File: src/design/cctfr_pkg.sv
// Shared package for the CRC-checked telemetry frame receiver.
// Holds the frame layout constants, the status and register codes and the CRC-8 step.
// No dependencies.
`timescale 1ns / 1ps
`default_nettype none

package cctfr_pkg;

   // Bytes in one frame: the payload bytes followed by one CRC byte.
   localparam int FRAME_LENGTH = 23;
   localparam int PAYLOAD_LEN  = FRAME_LENGTH - 1;
   localparam int INDEX_W      = $clog2(FRAME_LENGTH + 1);

   // Storage covers the highest payload offset that a field uses.
   localparam int STORE_DEPTH  = 22;
   localparam int STORE_W      = $clog2(STORE_DEPTH);

   localparam int OFS_VERSION  = 0;
   localparam int OFS_SERVICE  = 1;
   localparam int OFS_SETUP    = 5;
   localparam int OFS_RESETS   = 6;
   localparam int OFS_MODEL    = 7;
   localparam int OFS_KIND_A   = 8;
   localparam int OFS_KIND_B   = 9;
   localparam int OFS_PULSES_A = 10;
   localparam int OFS_PULSES_B = 14;
   localparam int OFS_LEVEL_A  = 18;
   localparam int OFS_LEVEL_B  = 20;

   localparam logic [7:0] CRC_POLY       = 8'h8C;
   localparam logic [7:0] SEED_RESET     = 8'hFF;
   localparam logic [7:0] MIN_VER_RESET  = 8'd30;
   localparam logic [7:0] LEGACY_RESET   = 8'd29;

   localparam int CSR_ADDR_W = 3;
   localparam int CSR_DATA_W = 32;

   typedef enum logic [1:0] {
      STATUS_OK          = 2'd0,
      STATUS_READ_FAIL   = 2'd1,
      STATUS_CRC_BAD     = 2'd2,
      STATUS_OLD_VERSION = 2'd3
   } status_type;

   typedef enum logic {
      CMD_START = 1'b0,
      CMD_DATA  = 1'b1
   } cmd_type;

   typedef enum logic {
      REG_MIN_VERSION = 1'b0,
      REG_LEGACY_LIM  = 1'b1
   } csr_reg_type;

   // One byte of the reflected CRC-8, least significant bit first.
   function automatic logic [7:0] crc8_byte(input logic [7:0] crc, input logic [7:0] data);
      logic [7:0] c;
      logic [7:0] d;
      logic       fb;
      c = crc;
      d = data;
      for (int k = 0; k < 8; k++) begin
         fb = c[0] ^ d[0];
         c  = {1'b0, c[7:1]};
         if (fb) begin
            c = c ^ CRC_POLY;
         end
         d = {1'b0, d[7:1]};
      end
      return c;
   endfunction

endpackage

`default_nettype wire

File: src/design/crc_checked_telemetry_frame_receiver.sv
// Top level of the CRC-checked telemetry frame receiver.
// Depends on cctfr_pkg for the frame layout, codes and the CRC-8 step.
`timescale 1ns / 1ps
`default_nettype none

// Takes one transaction per clock when not stalled: a start command or one received frame byte.
// Each payload byte read without error updates the CRC and the payload store in the
// cycle it is accepted, and the CRC byte of a frame loads the result register, so the
// result appears in the cycle after the last byte. The input stalls only when the
// CRC byte of a frame arrives while the previous result is still waiting in the result
// register because the result channel is stalled in that cycle.
// A version byte below the legacy limit clears the CRC seed until the next reset.
module crc_checked_telemetry_frame_receiver
   import cctfr_pkg::*;
(
   input  wire logic                   clock,
   input  wire logic                   reset,

   input  wire logic                   req_valid,
   output logic                        req_stall,
   input  wire logic                   req_cmd,
   input  wire logic [7:0]             req_rx_byte,
   input  wire logic                   req_read_ok,

   output logic                        rsp_valid,
   input  wire logic                   rsp_stall,
   output logic [1:0]                  rsp_status,
   output logic [7:0]                  rsp_version,
   output logic [7:0]                  rsp_service_code,
   output logic [7:0]                  rsp_setup_count,
   output logic [7:0]                  rsp_reset_count,
   output logic [7:0]                  rsp_model_code,
   output logic [7:0]                  rsp_kind_a,
   output logic [7:0]                  rsp_kind_b,
   output logic [31:0]                 rsp_pulses_a,
   output logic [31:0]                 rsp_pulses_b,
   output logic [15:0]                 rsp_level_a,
   output logic [15:0]                 rsp_level_b,

   input  wire logic                   csr_psel,
   input  wire logic                   csr_penable,
   input  wire logic                   csr_pwrite,
   input  wire logic [CSR_ADDR_W-1:0]  csr_paddr,
   input  wire logic [CSR_DATA_W-1:0]  csr_pwdata,
   output logic [CSR_DATA_W-1:0]       csr_prdata,
   output logic                        csr_pready
);

   localparam logic [INDEX_W-1:0] LAST_IDX = INDEX_W'(FRAME_LENGTH - 1);
   localparam logic [INDEX_W-1:0] DONE_IDX = INDEX_W'(FRAME_LENGTH);

   logic [7:0]         min_ver_ff, min_ver_in;
   logic [7:0]         legacy_ff, legacy_in;
   logic [INDEX_W-1:0] index_ff, index_in;
   logic [7:0]         crc_ff, crc_in;
   logic [7:0]         seed_ff, seed_in;
   logic               good_ff, good_in;
   logic               out_valid_ff, out_valid_in;

   logic [7:0]         frame_ff [STORE_DEPTH];
   logic               store_we;

   status_type         status_ff, status_in;
   logic [7:0]         version_ff, service_ff, setup_ff, resets_ff, model_ff;
   logic [7:0]         kind_a_ff, kind_b_ff;
   logic [31:0]        pulses_a_ff, pulses_b_ff;
   logic [15:0]        level_a_ff, level_b_ff;

   logic               accept;
   logic               is_last;
   logic               load_result;
   logic               csr_write;
   logic [7:0]         crc_base;
   logic [7:0]         payload [STORE_DEPTH];

   // ------------------------------------------------------------------
   // Configuration port.
   // ------------------------------------------------------------------
   assign csr_pready = 1'b1;
   assign csr_write  = csr_psel & csr_penable & csr_pwrite & csr_pready;

   always_comb begin
      min_ver_in = min_ver_ff;
      legacy_in  = legacy_ff;
      if (csr_write) begin
         unique case (csr_reg_type'(csr_paddr[2]))
            REG_MIN_VERSION: min_ver_in = csr_pwdata[7:0];
            REG_LEGACY_LIM:  legacy_in  = csr_pwdata[7:0];
            default:         min_ver_in = min_ver_ff;
         endcase
      end
   end

   always_comb begin
      csr_prdata = '0;
      unique case (csr_reg_type'(csr_paddr[2]))
         REG_MIN_VERSION: csr_prdata[7:0] = min_ver_ff;
         REG_LEGACY_LIM:  csr_prdata[7:0] = legacy_ff;
         default:         csr_prdata      = '0;
      endcase
   end

   // ------------------------------------------------------------------
   // Handshake.
   // ------------------------------------------------------------------
   assign is_last   = (index_ff == LAST_IDX);
   assign req_stall = out_valid_ff & rsp_stall & req_cmd & is_last;
   assign accept    = req_valid & ~req_stall;

   // Payload bytes as the fields see them; offsets past the payload read as zero.
   always_comb begin
      for (int k = 0; k < STORE_DEPTH; k++) begin
         payload[k] = (k < PAYLOAD_LEN) ? frame_ff[k] : 8'h00;
      end
   end

   // ------------------------------------------------------------------
   // Frame state.
   // ------------------------------------------------------------------
   always_comb begin
      index_in     = index_ff;
      crc_in       = crc_ff;
      seed_in      = seed_ff;
      good_in      = good_ff;
      store_we     = 1'b0;
      load_result  = 1'b0;
      status_in    = STATUS_OK;
      out_valid_in = out_valid_ff & rsp_stall;

      // The first payload byte starts from the stored seed, or from zero when it is a version below the legacy limit.
      crc_base = (index_ff == '0) ? seed_ff : crc_ff;

      if (accept) begin
         if (cmd_type'(req_cmd) == CMD_START) begin
            index_in = '0;
            crc_in   = seed_ff;
            good_in  = 1'b1;
         end else if (index_ff < LAST_IDX) begin
            if (req_read_ok) begin
               store_we = (index_ff < INDEX_W'(STORE_DEPTH));
               if (index_ff == INDEX_W'(OFS_VERSION) && req_rx_byte < legacy_ff) begin
                  seed_in  = 8'h00;
                  crc_base = 8'h00;
               end
               crc_in = crc8_byte(crc_base, req_rx_byte);
            end else begin
               good_in = 1'b0;
               crc_in  = crc_base;
            end
            index_in = index_ff + INDEX_W'(1);
         end else if (is_last) begin
            index_in     = DONE_IDX;
            good_in      = good_ff & req_read_ok;
            load_result  = 1'b1;
            out_valid_in = 1'b1;
            if (!(good_ff & req_read_ok)) begin
               status_in = STATUS_READ_FAIL;
            end else if (req_rx_byte != crc_ff) begin
               status_in = STATUS_CRC_BAD;
            end else if (payload[OFS_VERSION] < min_ver_ff) begin
               status_in = STATUS_OLD_VERSION;
            end else begin
               status_in = STATUS_OK;
            end
         end
      end
   end

   always_ff @(posedge clock) begin
      if (reset) begin
         min_ver_ff   <= MIN_VER_RESET;
         legacy_ff    <= LEGACY_RESET;
         index_ff     <= '0;
         crc_ff       <= 8'h00;
         seed_ff      <= SEED_RESET;
         good_ff      <= 1'b1;
         out_valid_ff <= 1'b0;
      end else begin
         min_ver_ff   <= min_ver_in;
         legacy_ff    <= legacy_in;
         index_ff     <= index_in;
         crc_ff       <= crc_in;
         seed_ff      <= seed_in;
         good_ff      <= good_in;
         out_valid_ff <= out_valid_in;
      end
   end

   // Payload store; entries are only meaningful once written.
   always_ff @(posedge clock) begin
      if (store_we) begin
         frame_ff[index_ff[STORE_W-1:0]] <= req_rx_byte;
      end
   end

   // Result register.
   always_ff @(posedge clock) begin
      if (load_result) begin
         status_ff   <= status_in;
         version_ff  <= payload[OFS_VERSION];
         service_ff  <= payload[OFS_SERVICE];
         setup_ff    <= payload[OFS_SETUP];
         resets_ff   <= payload[OFS_RESETS];
         model_ff    <= payload[OFS_MODEL];
         kind_a_ff   <= payload[OFS_KIND_A];
         kind_b_ff   <= payload[OFS_KIND_B];
         pulses_a_ff <= {payload[OFS_PULSES_A+3], payload[OFS_PULSES_A+2],
                         payload[OFS_PULSES_A+1], payload[OFS_PULSES_A]};
         pulses_b_ff <= {payload[OFS_PULSES_B+3], payload[OFS_PULSES_B+2],
                         payload[OFS_PULSES_B+1], payload[OFS_PULSES_B]};
         level_a_ff  <= {payload[OFS_LEVEL_A+1], payload[OFS_LEVEL_A]};
         level_b_ff  <= {payload[OFS_LEVEL_B+1], payload[OFS_LEVEL_B]};
      end
   end

   assign rsp_valid        = out_valid_ff;
   assign rsp_status       = status_ff;
   assign rsp_version      = version_ff;
   assign rsp_service_code = service_ff;
   assign rsp_setup_count  = setup_ff;
   assign rsp_reset_count  = resets_ff;
   assign rsp_model_code   = model_ff;
   assign rsp_kind_a       = kind_a_ff;
   assign rsp_kind_b       = kind_b_ff;
   assign rsp_pulses_a     = pulses_a_ff;
   assign rsp_pulses_b     = pulses_b_ff;
   assign rsp_level_a      = level_a_ff;
   assign rsp_level_b      = level_b_ff;

endmodule

`default_nettype wire

File: config.mk
export PLATFORM = sky130hd
export DESIGN_NAME = crc_checked_telemetry_frame_receiver
export DESIGN_NICKNAME = d
export VERILOG_FILES = /design/src/design/cctfr_pkg.sv /design/src/design/crc_checked_telemetry_frame_receiver.sv
export SDC_FILE = /design/constraint.sdc
export NUM_CORES = 1
export LEC_CHECK = 0
export BUFFER_PORTS_ARGS = -buffer_cell sky130_fd_sc_hd__buf_2
export CAP_MARGIN = 20
export CORE_MARGIN = 2
export CORE_UTILIZATION = 54
export DETAILED_ROUTE_END_ITERATION = 16
export GPL_TIMING_DRIVEN = 0
export PLACE_DENSITY = 0.76
export SLEW_MARGIN = 20
export SYNTH_ARGS = -nofsm -noshare
export SYNTH_HDL_FRONTEND = slang
export SYNTH_SLANG_ARGS = --single-unit
File: constraint.sdc
create_clock -name clock -period 18.9 [get_ports clock]
set_input_delay 1.89 -clock clock [delete_from_list [all_inputs] [get_ports clock]]
set_output_delay 1.89 -clock clock [all_outputs]
set_load 0.1 [all_outputs]
==> results.json, run 1 <==
{
  "switching_share_pct": 21.0,
  "final_util_pct": 66.7,
  "power.net_switching_uw": 321,
  "hpwl_um": 15000,
  "peakVddDrop_v": 0.0000684,
  "initial_utilization_pct": 54.9,
  "fin_hold_ws_ns": 0.413,
  "clkTransAtPathRegs_ns": 0.06,
  "fin_area_mm2": 0.0145,
  "vias_per_cell": 5.19,
  "synthesis.instances": 673,
  "internal_power_mw": 1.21,
  "timing_worst_setup_path_type": "in2out",
  "placed_cell_area_mm2": 0.0135,
  "p_clk_share_pct": 40.7,
  "diodes": 0,
  "gp_congestion": 0.843,
  "nets": 1006,
  "die_y_um": 153,
  "worstPathMaxFanout": 10,
  "maxCapViolCount": 0,
  "dr.first_iter.drc_count": 473,
  "tns_ns": 0,
  "antenna_found_initial": 0,
  "root_buffer": "clkbuf_16",
  "tightest_slew_ns": 0.826,
  "hold_viol": 0,
  "place_inst": 1183,
  "grt_use_total_pct": 19.5,
  "synth_area_mm2": 0.0119,
  "synth_area_leaders": "edfxtp_1, dfxtp_1, ha_1",
  "post_cts_buffers": 0,
  "core_area_mm2": 0.0218,
  "clockBufferDepth": 3,
  "avgSynthCellArea_um2": 17.7,
  "yosys.cell_count.top_type": "edfxtp_1",
  "ys_top_cells_by_count": "edfxtp_1, nor2_1, nand2_1",
  "final_cells": 1240,
  "finClkSkew_ns": 0.0103,
  "ant_nets": 0,
  "setup_violations": 0,
  "die_x_um": 153,
  "clock_sinks": 338,
  "htreeDepth": 1,
  "crit_required_ns": 17.01,
  "n_fill_cell": 1499,
  "seqCellArea_mm2": 0.00983,
  "drive_gt1_share_pct": 31.3,
  "cp_data_arrival_time_ns": 3.21,
  "ys_async_sr_fraction_pct": 0,
  "grt_pass1_wl_um": 35200,
  "seqPwrFrac_pct": 53.3,
  "powerDensity_mw_per_mm2": 105,
  "power_mw": 1.53,
  "synth_edf_count": 306,
  "cp-end-kind": "output port",
  "global_route.overflow_total": 0,
  "drt_first_pass_iters": 4,
  "areaGrowthSynthToFinish_pct": 21.6,
  "pre_cts_ws_ns": 13.83,
  "p_leak_nw": 5.39,
  "synth_top_area_share_pct": 77.0,
  "yosysTopAreaCell": "edfxtp_1",
  "synth_flop_cell": "edfxtp_1",
  "cts_buffers": 31,
  "dieArea_mm2": 0.0233,
  "clk_latency_ns": 0.54,
  "wire_per_inst_um": 18.6,
  "ys_ff_latch": 338,
  "yosysWarnings": 0,
  "rsz0062_at_grt": "false",
  "cts_tree": "done",
  "grt_pass1_vias": 6264,
  "min_period_ns": 5.10,
  "slew_headroom_pct": 44.7,
  "fmax_mhz": 196,
  "drt_wl_total_um": 23000,
  "ios": 241,
  "multi_input_area_mm2": 0.00186,
  "comb_power_share_pct": 6.0,
  "hp-class": "reg2reg",
  "period_share_pct": 27.0,
  "seq_area_frac_synth_pct": 82.3,
  "grt_start_max_net_pins": 24,
  "start_kind": "input pin",
  "yosysUniqueCellTypes": 54,
  "slew_viol_final": 0,
  "cts_resized": 0,
  "port_buffers": 187,
  "outcome": "completed",
  "drc": 0,
  "vias": 6431,
  "fp-row-count": 54,
  "setup_slack_ns": 13.80,
  "postCtsHoldBufs": 0
}
==> layout make-up <==
cell class / instances / area share, %
plain buffers: 41 / 1.87
multi-input cells: 295 / 12.8
repair buffers: 207 / 7.54
inverters: 22 / 0.569
well taps: 280 / 2.41
clock inverters: 22 / 1.66
clock buffers: 35 / 5.45
flip-flops and latches: 338 / 67.7
==> cells in the final DEF, fill, tap and decap left out, drive strengths merged, types with 3 or more instances in the layout <==
| cell type | instances |
|---|---|
| edfxtp | 306 |
| buf | 238 |
| nor2 | 54 |
| clkbuf | 45 |
| nand2 | 39 |
| dfxtp | 32 |
| conb | 25 |
| inv | 24 |
| a21oi | 22 |
| o21ai | 21 |
| xnor2 | 19 |
| ha | 18 |
| xor2 | 17 |
| clkinv | 13 |
| nand3 | 11 |
| a211o | 8 |
| a21o | 6 |
| nor3 | 6 |
| mux2i | 5 |
| bufinv | 5 |
| nor4 | 5 |
| o21a | 4 |
| nand2b | 4 |
| or3 | 3 |
| a31oi | 3 |
==> power by group through the flow <==
| stage | Combinational, mW | Clock, mW | Sequential, mW |
|---|---|---|---|
| final | 0.0916 | 0.622 | 0.815 |
| after floorplan | 0.0708 | 0 | 0.831 |
| after global placement | 0.0903 | 0 | 0.831 |
| after global routing | 0.0984 | 0.662 | 0.815 |
| after CTS | 0.0915 | 0.634 | 0.815 |
| after detailed placement | 0.0910 | 0 | 0.831 |
==> flip-flops by register name, summed over array words and instances (netlist names), 16 cells and up <==
register	flops
rsp_level_a	16
rsp_pulses_a	32
rsp_pulses_b	32
frame_ff	152
rsp_level_b	16
==> logic make-up (layout without fill, tap and decap cells) <==
group / after synthesis / after routing / synth area share [%]
other: 2 / 25 / 0.0629
XOR/XNOR: 36 / 36 / 2.86
buffers and inverters: 63 / 327 / 2.97
flip-flops: 338 / 338 / 82.3
AO/OA/AOI/OAI: 77 / 77 / 4.23
adder cells (fa/ha/maj): 18 / 18 / 1.89
AND/OR/NAND/NOR: 133 / 133 / 5.16
multiplexers: 6 / 6 / 0.513
==> worst paths after layout <==
path,start,endpoint,slack [ns],cells after the start
min,frame_ff[19][6],rsp_level_a[14],0.41,0
min reg2reg,frame_ff[19][6],rsp_level_a[14],0.41,0
max reg2reg,index_ff[0],frame_ff[5][5],15.70,7
max,csr_paddr[2],csr_prdata[2],13.80,5
==> metal layers <==
layer / wire length (um) / up-vias / GRT usage (%)
li1: - / 2986 / -
met1: 10000 / 3117 / 27.9
met2: 11000 / 281 / 31.8
met3: 1510 / 47 / 3.13
met4: 499 / 0 / 4.89
met5: 0 / - / 0
==> critical path, stage by stage <==
cell and delay, ns:
clkbuf_1 0.31, clkbuf_1 0.35, nand2_1 0.09, o21ai_0 0.10
buf_2 0.47
No activity file was read; power rests on OpenSTA's default activity.
==> run 2: changes to the inputs <==
- ABC_AREA: unset -> 1
- CORE_UTILIZATION: 54 -> 49
- PLACE_DENSITY: 0.76 -> 0.72
- clock period: 18.9 -> 4.6 ns (I/O delays scaled with it)
==> results.json, run 2 <==
{
  "nets": 1065,
  "yosys.cell_count.top_type": "edfxtp_1",
  "vias": 6514,
  "min_period_ns": 2.98,
  "hpwl_um": 15100,
  "areaGrowthSynthToFinish_pct": 22.5,
  "drive_gt1_share_pct": 28.6,
  "cts_buffers": 31,
  "grt_start_max_net_pins": 25,
  "r2r_cells": 10,
  "timing_worst_setup_path_type": "reg2reg",
  "ys_top_cells_by_count": "edfxtp_1, nand2_1, inv_1",
  "final_util_pct": 60.8,
  "place_inst": 1286,
  "setup_violations": 0,
  "yosysUniqueCellTypes": 39,
  "drc": 0,
  "yosysWarnings": 0,
  "synth_flop_cell": "edfxtp_1",
  "htreeDepth": 1,
  "largest_reg_flops": 152,
  "maxCapViolCount": 0,
  "root_buffer": "clkbuf_16",
  "postCtsHoldBufs": 0,
  "power_mw": 6.43,
  "synth_top_area_share_pct": 76.6,
  "hold_viol": 0,
  "whs_path_depth": 3,
  "p_leak_nw": 5.57,
  "layout_commonest_cell": "edfxtp_1",
  "clk_latency_ns": 0.55,
  "port_buffers": 188,
  "global_route.overflow_total": 0,
  "yosysTopAreaCell": "edfxtp_1",
  "dieArea_mm2": 0.0257,
  "cp_data_arrival_time_ns": 3.23,
  "clock_sinks": 338,
  "antenna_found_initial": 1,
  "synth_area_mm2": 0.0120,
  "outcome": "completed",
  "peakVddDrop_v": 0.000277,
  "cp-end-kind": "register",
  "rsz0062_at_grt": "false",
  "clkTransAtPathRegs_ns": 0.06,
  "post_cts_buffers": 0,
  "powerDensity_mw_per_mm2": 438,
  "slew_viol_final": 0,
  "drt_wl_total_um": 23100,
  "gp_congestion": 0.863,
  "seq_area_frac_synth_pct": 82.0,
  "avgSynthCellArea_um2": 16.1,
  "placed_cell_area_mm2": 0.0136,
  "initial_utilization_pct": 49.6,
  "clockBufferDepth": 3,
  "die_y_um": 160,
  "cts_tree": "done",
  "slew_headroom_pct": 48.6,
  "dr.first_iter.drc_count": 443,
  "fin_hold_ws_ns": 0.145,
  "grt_use_total_pct": 17.6,
  "synthesis.instances": 744,
  "cts_resized": 0,
  "fin_area_mm2": 0.0147,
  "synth_area_leaders": "edfxtp_1, dfxtp_1, nand2_1",
  "grt_pass1_vias": 6104,
  "die_x_um": 160,
  "final_cells": 1345,
  "wire_per_inst_um": 17.2,
  "ys_async_sr_fraction_pct": 0,
  "ios": 241,
  "fp-row-count": 57,
  "grt_pass1_wl_um": 34400,
  "ys_ff_latch": 338,
  "core_area_mm2": 0.0242,
  "hp-class": "in2reg",
  "tightest_slew_ns": 0.768,
  "vias_per_cell": 4.84,
  "final_cell_mix": "edfxtp_1, buf_2, nand2_1, inv_1, o21ai_0",
  "worstPathMaxFanout": 23,
  "start_kind": "register",
  "synth_edf_count": 306,
  "ant_nets": 0,
  "crit_required_ns": 4.85,
  "fmax_mhz": 335,
  "drt_first_pass_iters": 4,
  "period_share_pct": 64.9,
  "finClkSkew_ns": 0.0216
}
[run 2: layout make-up]
type / count / area, um^2
inverters: 58 / 220
fillers: 1834 / 9490
multi-input cells: 337 / 1800
flip-flops and latches: 338 / 9830
clock inverters: 23 / 272
repair buffers: 195 / 1130
clock buffers: 35 / 791
diodes: 1 / 2.50
well taps: 324 / 405
plain buffers: 34 / 235
[run 2: worst max-delay path, stage by stage (launching register included)]
cell and delay [ns]:
dfxtp_1 0.44, inv_1 0.12, a21oi_1 0.33, inv_1 0.10
nor2_1 0.21, inv_1 0.11, nor2_4 0.58, buf_16 0.25
buf_16 0.18, buf_16 0.17, buf_16 0.17
[run 2: kinds of logic (layout without fill, tap and decap cells)]
| kind of cell | after synthesis | in the layout | synth area share [%] |
|---|---|---|---|
| simple gates | 181 | 181 | 6.79 |
| xor+xnor | 11 | 11 | 0.928 |
| flops | 338 | 338 | 82.0 |
| buf+inv | 92 | 345 | 3.80 |
| compound gates | 102 | 102 | 4.59 |
| fa+ha+maj | 18 | 18 | 1.88 |
| other cells | 2 | 26 | 0.0626 |
[run 2: report_power, final]
group | internal [mW] | leakage (nW) | switching, mW
sequential | 3.34 | 3.01 | 0.0104
clock | 1.57 | 0.518 | 1.05
combinational | 0.119 | 2.05 | 0.343
[run 2: final timing paths]
check	startpoint	end	slack [ns]
worst min register to register	frame_ff[12][6]	rsp_pulses_a[22]	0.41
worst max register to register	index_ff[3]	rsp_pulses_a[4]	1.62
worst min-delay path	csr_pwdata[3]	min_ver_ff[3]	0.15
worst max-delay path	index_ff[3]	rsp_pulses_a[4]	1.62
[run 2: per-layer routing]
metal / vias to the layer above / share of wire, % / GRT usage, %
met5: - / 0 / 0
met4: 0 / 2.2 / 4.59
met3: 39 / 5.4 / 2.48
met2: 222 / 49 / 29.3
met1: 3110 / 44 / 24.6
li1: 3143 / - / -
[run 2: per-stage QoR]
| step | setup WS [ns] | setup TNS (ns) |
|---|---|---|
| finish | 1.62 | 0 |
| global route | 1.37 | 0 |
| CTS | 1.62 | 0 |
| detailed placement | 1.49 | 0 |
| global placement | -1.02 | -36.32 |
| floorplan | 0.417 | 0 |
==> run 3: changes to the inputs <==
- clock period: 4.6 -> 2.6 ns (I/O delays scaled with it)
==> results.json, run 3 (same netlist as run 2, synthesis figures left out) <==
{
  "outcome": "completed",
  "antenna_found_initial": 0,
  "worstPathMaxFanout": 6,
  "drive_gt1_share_pct": 31.4,
  "slew_viol_final": 0,
  "ant_nets": 0,
  "vias": 6631,
  "min_period_ns": 2.45,
  "cp_top_family": "simple AND/OR/NAND/NOR gates",
  "slowest_delay_ns": 0.33,
  "grt_start_max_net_pins": 29,
  "vias_per_cell": 4.89,
  "crit_top_cell": "nand2_1",
  "place_inst": 1285,
  "crit_path_cell_trace": "inv_1 -> ha_1 -> nand2_1 -> nand2_1 -> nand2_1 -> nand2_1 -> a21oi_2 -> nand2_4 -> buf_4 -> nand3_1 -> nand2_2 -> inv_2 -> nand2_1 -> nand2_1 -> nand2_1 -> nand2_2 -> inv_1 -> nand2_2 -> nand3_2 -> nand3_1 -> nand3_1 -> a21oi_1",
  "start_kind": "register",
  "final_cell_mix": "edfxtp_1, buf_2, nand2_1, inv_1, o21ai_0",
  "clock_sinks": 338,
  "cp_data_arrival_time_ns": 2.93,
  "drc": 0,
  "cp-end-kind": "register",
  "peakVddDrop_v": 0.000471,
  "hpwl_um": 15200,
  "power_mw": 11.4,
  "layout_commonest_cell": "edfxtp_1",
  "clockBufferDepth": 3,
  "areaGrowthSynthToFinish_pct": 23.7,
  "timing_worst_setup_path_type": "reg2reg",
  "hp-class": "in2reg",
  "n_fill_cell": 1812,
  "fin_hold_ws_ns": 0.0261,
  "initial_utilization_pct": 49.6,
  "rsz0062_at_grt": "true",
  "grt_use_total_pct": 18.1,
  "fp-row-count": 57,
  "crit_required_ns": 3.08,
  "port_buffers": 188,
  "die_y_um": 160,
  "tightest_slew_ns": 0.809,
  "nets": 1077,
  "grt_pass1_vias": 6221,
  "drt_first_pass_iters": 6,
  "setup_violations": 0,
  "maxCapViolCount": 0,
  "clk_latency_ns": 0.55,
  "grt_pass1_wl_um": 35400,
  "wire_per_inst_um": 17.6,
  "cp_slowest_cell": "dfxtp_2",
  "cts_tree": "done",
  "gp_congestion": 0.894,
  "global_route.overflow_total": 0,
  "hold_viol": 0,
  "drt_wl_total_um": 23800,
  "powerDensity_mw_per_mm2": 766,
  "die_x_um": 160,
  "cts_buffers": 31,
  "p_leak_nw": 5.61,
  "fmax_mhz": 409,
  "ios": 241,
  "slew_headroom_pct": 45.8,
  "dr.first_iter.drc_count": 537,
  "finClkSkew_ns": 0.0178,
  "path_buf_inv": 4,
  "root_buffer": "clkbuf_16",
  "htreeDepth": 1,
  "final_cells": 1355,
  "period_share_pct": 94.1,
  "clkTransAtPathRegs_ns": 0.07,
  "core_area_mm2": 0.0242,
  "diodes": 0,
  "dieArea_mm2": 0.0257,
  "largest_reg_flops": 152
}
run 3: area by class of cell:
| class | count | area, um^2 | share of cell area, % |
|---|---|---|---|
| Inverter | 58 | 223 | 1.50 |
| Multi-Input combinational cell | 337 | 1890 | 12.8 |
| Clock inverter | 24 | 254 | 1.71 |
| Clock buffer | 33 | 783 | 5.28 |
| Tap cell | 324 | 405 | 2.73 |
| Sequential cell | 338 | 9840 | 66.3 |
| Buffer | 34 | 239 | 1.61 |
| Timing Repair Buffer | 207 | 1200 | 8.08 |
run 3: per-stage QoR:
step                      util [%]  setup TNS [ns]  worst slack [ns]  cell area, um^2
final                         61.4               0             0.153            14800
after global placement        55.8         -308.54             -2.61            13500
after detailed placement      56.4           -5.05            -0.334            13600
after global routing          61.4          -0.259           -0.0222            14800
after CTS                     61.0               0            0.0665            14800
after floorplan                  -         -156.76             -1.21            12100
run 3: worst paths after layout:
check / slack (ns) / cells past startpoint / end / startpoint
worst max register to register: 0.15 / 22 / crc_ff[2] / legacy_ff[5]
worst min-delay path: 0.03 / 3 / legacy_ff[5] / csr_pwdata[5]
worst max-delay path: 0.15 / 22 / crc_ff[2] / legacy_ff[5]
worst min register to register: 0.41 / 0 / rsp_pulses_a[13] / frame_ff[11][5]
run 3: per-layer routing:
| layer | track usage, % | wire length, um | up-vias | part of all wire (%) |
|---|---|---|---|---|
| met2 | 31.0 | 11800 | 273 | 50 |
| met5 | 0 | 0 | - | 0 |
| met4 | 4.67 | 450 | 0 | 1.9 |
| li1 | - | - | 3172 | - |
| met3 | 2.66 | 1450 | 38 | 6.1 |
| met1 | 24.6 | 10100 | 3148 | 42 |
run 3: worst min-delay path, delay by kind of cell:
family | cells | cell delay (ns)
AOI/OAI and AO/OA | 2 | 0.18
buffers and inverters | 1 | 0.10
run 3: power by group:
group	leakage [nW]	switching (mW)	internal, mW
Clock	0.504	1.87	2.68
Combinational	2.10	0.648	0.254
Sequential	3.01	0.0191	5.90
Total	5.61	2.53	8.84
run 3: timing repair:
item                                    in CTS  in global routing
hold endpoints to repair                    10                  0
endpoints found under the setup margin      49                 21
buffers inserted                             1                  5
hold buffers                                 7                  0
gates resized for setup                      1                 19
pin swaps                                    1                  8
